### src/rtl/core/sha256_pkg.sv
// Shared types, constants and round functions for the SHA-256 digest engine.
// No dependencies; used by every module in rtl/core.
package sha256_pkg;

  typedef struct packed {
    logic [7:0] msg_byte;
    logic       byte_present;
    logic       end_of_message;
  } in_item_t;

  typedef struct packed {
    logic [31:0] digest_word_0;
    logic [31:0] digest_word_1;
    logic [31:0] digest_word_2;
    logic [31:0] digest_word_3;
    logic [31:0] digest_word_4;
    logic [31:0] digest_word_5;
    logic [31:0] digest_word_6;
    logic [31:0] digest_word_7;
  } out_item_t;

  // Job handed from the packer to the compression core.
  typedef struct packed {
    logic [511:0] block;
    logic         last;
  } blk_job_t;

  localparam int unsigned QueueDepth = 2;

  typedef enum logic [1:0] {
    PK_ACCEPT,
    PK_PAD,
    PK_LEN
  } pk_state_t;

  typedef enum logic [1:0] {
    CR_IDLE,
    CR_ROUND,
    CR_FOLD
  } cr_state_t;

  localparam logic [255:0] InitHash = {
    32'h6a09e667, 32'hbb67ae85, 32'h3c6ef372, 32'ha54ff53a,
    32'h510e527f, 32'h9b05688c, 32'h1f83d9ab, 32'h5be0cd19
  };

  localparam logic [7:0] PadMark = 8'h80;
  localparam logic [5:0] LengthSlot = 6'd56;

  function automatic logic [31:0] round_k(input logic [5:0] r);
    logic [31:0] k;
    case (r)
      6'd0: k = 32'h428a2f98;  6'd1: k = 32'h71374491;
      6'd2: k = 32'hb5c0fbcf;  6'd3: k = 32'he9b5dba5;
      6'd4: k = 32'h3956c25b;  6'd5: k = 32'h59f111f1;
      6'd6: k = 32'h923f82a4;  6'd7: k = 32'hab1c5ed5;
      6'd8: k = 32'hd807aa98;  6'd9: k = 32'h12835b01;
      6'd10: k = 32'h243185be; 6'd11: k = 32'h550c7dc3;
      6'd12: k = 32'h72be5d74; 6'd13: k = 32'h80deb1fe;
      6'd14: k = 32'h9bdc06a7; 6'd15: k = 32'hc19bf174;
      6'd16: k = 32'he49b69c1; 6'd17: k = 32'hefbe4786;
      6'd18: k = 32'h0fc19dc6; 6'd19: k = 32'h240ca1cc;
      6'd20: k = 32'h2de92c6f; 6'd21: k = 32'h4a7484aa;
      6'd22: k = 32'h5cb0a9dc; 6'd23: k = 32'h76f988da;
      6'd24: k = 32'h983e5152; 6'd25: k = 32'ha831c66d;
      6'd26: k = 32'hb00327c8; 6'd27: k = 32'hbf597fc7;
      6'd28: k = 32'hc6e00bf3; 6'd29: k = 32'hd5a79147;
      6'd30: k = 32'h06ca6351; 6'd31: k = 32'h14292967;
      6'd32: k = 32'h27b70a85; 6'd33: k = 32'h2e1b2138;
      6'd34: k = 32'h4d2c6dfc; 6'd35: k = 32'h53380d13;
      6'd36: k = 32'h650a7354; 6'd37: k = 32'h766a0abb;
      6'd38: k = 32'h81c2c92e; 6'd39: k = 32'h92722c85;
      6'd40: k = 32'ha2bfe8a1; 6'd41: k = 32'ha81a664b;
      6'd42: k = 32'hc24b8b70; 6'd43: k = 32'hc76c51a3;
      6'd44: k = 32'hd192e819; 6'd45: k = 32'hd6990624;
      6'd46: k = 32'hf40e3585; 6'd47: k = 32'h106aa070;
      6'd48: k = 32'h19a4c116; 6'd49: k = 32'h1e376c08;
      6'd50: k = 32'h2748774c; 6'd51: k = 32'h34b0bcb5;
      6'd52: k = 32'h391c0cb3; 6'd53: k = 32'h4ed8aa4a;
      6'd54: k = 32'h5b9cca4f; 6'd55: k = 32'h682e6ff3;
      6'd56: k = 32'h748f82ee; 6'd57: k = 32'h78a5636f;
      6'd58: k = 32'h84c87814; 6'd59: k = 32'h8cc70208;
      6'd60: k = 32'h90befffa; 6'd61: k = 32'ha4506ceb;
      6'd62: k = 32'hbef9a3f7; 6'd63: k = 32'hc67178f2;
      default: k = 32'h0;
    endcase
    return k;
  endfunction

  function automatic logic [31:0] rotr(input logic [31:0] x, input int unsigned n);
    return (x >> n) | (x << (32 - n));
  endfunction

endpackage

### src/rtl/core/sha256_queue.sv
// Short job queue between packer and compression core.
// Depends on sha256_pkg.
module sha256_queue (
  input  logic                 clk,
  input  logic                 rst_n,
  input  logic                 wr_valid,
  output logic                 wr_ready,
  input  sha256_pkg::blk_job_t wr_job,
  output logic                 rd_valid,
  input  logic                 rd_ready,
  output sha256_pkg::blk_job_t rd_job
);

  sha256_pkg::blk_job_t slot_r [sha256_pkg::QueueDepth];
  logic [$clog2(sha256_pkg::QueueDepth)-1:0] wp_r, rp_r;
  logic [$clog2(sha256_pkg::QueueDepth):0]   cnt_r;
  logic wr, rd;

  assign wr_ready = cnt_r != 2'(sha256_pkg::QueueDepth);
  assign rd_valid = cnt_r != '0;
  assign rd_job   = slot_r[rp_r];
  assign wr = wr_valid && wr_ready;
  assign rd = rd_valid && rd_ready;

  always_ff @(posedge clk) begin
    if (!rst_n) begin
      wp_r  <= '0;
      rp_r  <= '0;
      cnt_r <= '0;
    end else begin
      if (wr) wp_r <= wp_r + 1'b1;
      if (rd) rp_r <= rp_r + 1'b1;
      cnt_r <= cnt_r + {1'b0, wr} - {1'b0, rd};
    end
    if (wr) slot_r[wp_r] <= wr_job;
  end

endmodule

### config.mk
export PLATFORM = sky130hd
export DESIGN_NAME = sha256_queue
export DESIGN_NICKNAME = d
export VERILOG_FILES = /design/src/rtl/core/sha256_pkg.sv /design/src/rtl/core/sha256_queue.sv
export SDC_FILE = /design/constraint.sdc
export NUM_CORES = 1
export LEC_CHECK = 0
export BUFFER_PORTS_ARGS = -buffer_cell sky130_fd_sc_hd__buf_2
export CAP_MARGIN = 20
export CELL_PAD_IN_SITES_DETAIL_PLACEMENT = 1
export CELL_PAD_IN_SITES_GLOBAL_PLACEMENT = 1
export CORE_AREA = 2 2 406 408
export CTS_CLUSTER_DIAMETER = 200
export CTS_CLUSTER_SIZE = 14
export DETAILED_ROUTE_END_ITERATION = 8
export DIE_AREA = 0 0 408 410
export PLACE_DENSITY_LB_ADDON = 0.15
export SYNTH_ARGS = -nofsm -noshare
export SYNTH_HDL_FRONTEND = slang
export SYNTH_SLANG_ARGS = --single-unit
### constraint.sdc
create_clock -name clk -period 15.45 [get_ports clk]
set_input_delay 0.7725 -clock clk [delete_from_list [all_inputs] [get_ports clk]]
set_output_delay 0.7725 -clock clk [all_outputs]
set_load 0.05 [all_outputs]
==> out/qor.csv <==
stage,metric,value,unit
run_status,status,"complete, no violations",
cells_and_area,"most common cell after layout, fill and taps aside",buf_2,
worst_setup_path,crit path kind,flip-flop to output port,
yosys,Post-Syn Area,37500,um2
cts,clock buffer count from CTS,83,
floorplan,Initial Util,22.9,%
place,port bufs,1031,
worst_setup_path,Critical Path Fanout Max,154,
cells_and_area,Final Net Count,3217,
cts,clk slew on worst S/H paths,0.08,ns
route,drt drc,0,
cts,clock latency on the worst-skew pair,0.68,ns
cells_and_area,layout cell share with drive strength beyond 1,61.0,%
yosys,Synth warnings,0,
floorplan,num ports,1032,
yosys,asr flop ratio synth,0,%
route,Pre-antenna DRT Iters,5,
worst_setup_path,"Slowest-stage cell, CP",dfxtp_4,
yosys,Seq cells post-synth,1031,
floorplan,Die Y,410,um
timing,TNS Setup,0,ns
worst_setup_path,worst path required time,14.68,ns
yosys,syn_area_per_cell,23.1,um2
worst_setup_path,crit end category,output port,
floorplan,die area,167000,um2
cts,CTS Buffer Depth,3,
route,Avg WL per Cell,23.1,um
cells_and_area,layout overhead on the synthesized area,26.0,%
place,Placer Congestion,0.778,
timing,Final setup viols,0,
timing,relative slew slack,17.9,%
global_routing,grt total ovfl,0,
timing,Final min period,5.71,ns
yosys,"EDFF count, synth",1026,
worst_setup_path,Critical Path AT,4.93,ns
timing,Worst Max-Slew Pin Slew,1.23,ns
cts,clk sinks,1031,
yosys,register area share after synthesis,82.5,%
route,ANT nets after route,0,
yosys,ys flop type,edfxtp_1,
cts,total setup buffers inserted after CTS,0,
pwr,Peak VDD IR,94.6,uV
cts,root buf cell,clkbuf_16,
global_routing,largest net degree at the start of global routing,161,
global_routing,vias in the first global route,21162,
worst_hold_path,Hold Startpoint,wr_job[236],
route,total number of vias,19510,
timing,Fin. Hold Viols,0,
pwr,leakage power,16.8,nW
cts,PostCTS Resize Cnt,0,
worst_setup_path,reg2reg start,cnt_r[0]$_SDFF_PN0_,
timing,RSZ-0062 raised after global routing,no,
route,routed wire length,114000,um
route,Initial DRC Count,896,
timing,final period utilization,36.9,%
route,vias per cell,3.96,
cts,CTS tree,built,
worst_setup_path,Worst path max stage delay,0.93,ns
worst_hold_path,Hold WC Path Type,input port to flip-flop,
yosys,post-synthesis cell type count,23,
timing,Max Slew Vio Count,0,
floorplan,num rows,149,
global_routing,first-pass GRT wire length,157000,um
global_routing,initial antenna violation count,86,
timing,Post-Route Skew,0.0323,ns
place,dpl hpwl,81700,um
pwr,pwr dens,170,nW/um2
timing,Fmax,175,MHz
timing,Hold WS,0.274,ns
cts,H-Tree Depth,3,
global_routing,total track usage,13.1,%
cts,Hold Buf Count CTS,0,
yosys,syn_nets,2143,
yosys,synthesized instance count,1625,
cells_and_area,most frequent cells in the layout,"buf_2 (1031), edfxtp_1 (1026), mux2_2 (513), clkbuf_16 (85), buf_4 (10)",
floorplan,Core Area,163000,um2
worst_setup_path,crit path cell chain,"buf_4, buf_4, buf_12, mux2_2, buf_2",
worst_setup_path,Critical Path Start Type,flip-flop,
floorplan,Die Width,408,um
worst_setup_path,most frequent CP cell,buf_4,
run,Max-Cap Viols,0,
cells_and_area,number of fill cells in the layout,17068,
==> synth_stat cells, types with 2 or more instances <==
cell type | number | area, um2
a21bo_2 | 2 | 20.0
and2_1 | 3 | 18.8
buf_2 | 4 | 20.0
buf_6 | 53 | 597
dfxtp_1 | 5 | 100
edfxtp_1 | 1026 | 30800
mux2_2 | 513 | 5780
nand2b_1 | 2 | 12.5
nor2_1 | 2 | 7.51
o21ai_0 | 2 | 10.0
==> path summary, 6_finish.rpt <==
path,endpoint,slack [ns],depth (start not counted)
worst max-delay path,rd_job[352],9.74,5
worst min-delay path,slot_r[0][236]$_DFFE_PP_,0.27,1
worst max register to register,slot_r[1][357]$_DFFE_PP_,11.62,4
worst min register to register,flip-flop,0.59,2
==> area by class of cell <==
class | count | area (um2) | area share [%]
antenna | 24 | 60.1 | 0.127
clock buffer | 92 | 2150 | 4.56
timing repair buffer | 1046 | 5340 | 11.3
sequential | 1031 | 30900 | 65.5
clock inverter | 5 | 72.6 | 0.154
tap | 2189 | 2740 | 5.80
inverter | 1 | 11.3 | 0.0238
multi-input combinational | 536 | 5940 | 12.6
==> power breakdown <==
| part | internal [mW] | switching (mW) | leakage, nW |
|---|---|---|---|
| Clock | 0.982 | 0.975 | 1.08 |
| Sequential | 3.40 | 0.0797 | 9.64 |
| Combinational | 0.654 | 1.92 | 6.09 |
==> routing by layer <==
layer / GRT usage, % / share of wire, % / vias to the layer above
met5: 0 / 0.41 / -
li1: - / - / 8635
met3: 5.93 / 10 / 250
met1: 14.0 / 36 / 9788
met4: 5.01 / 3.1 / 76
met2: 22.5 / 50 / 761
==> sequential cells by signal (all words and copies together), names as in the netlist, named ones only <==
signal,count
rp_r,1
wp_r,1
cnt_r,2
slot_r,1026
==> stage by stage <==
stage               setup WS [ns]  std cells  area (um2)  utilization (%)  power [mW]
floorplan                    1.77       1625       37500                -        5.66
global placement            10.38       4803       44900             27.5        6.15
detailed placement          10.32       4803       44900             27.5        6.17
CTS                          9.51       4900       47200             28.8        8.18
global route                 9.37       4914       47200             28.9        8.34
finish                       9.74       4924       47200             28.9        8.01
==> critical path, delay by kind of cell, from the launching register on <==
kind,cells,cell delay [ns]
buffers and inverters,4,2.40
flip-flops,1,0.93
multiplexers,1,0.46
==> kinds of logic after synthesis <==
group | synth area share [%]
compound gates | 0.144
buf+inv | 1.66
fa+ha+maj | 0.0334
mux | 15.4
simple gates | 0.197
flops | 82.5
xor+xnor | 0.0234
Power figures use the tool's default switching activity.
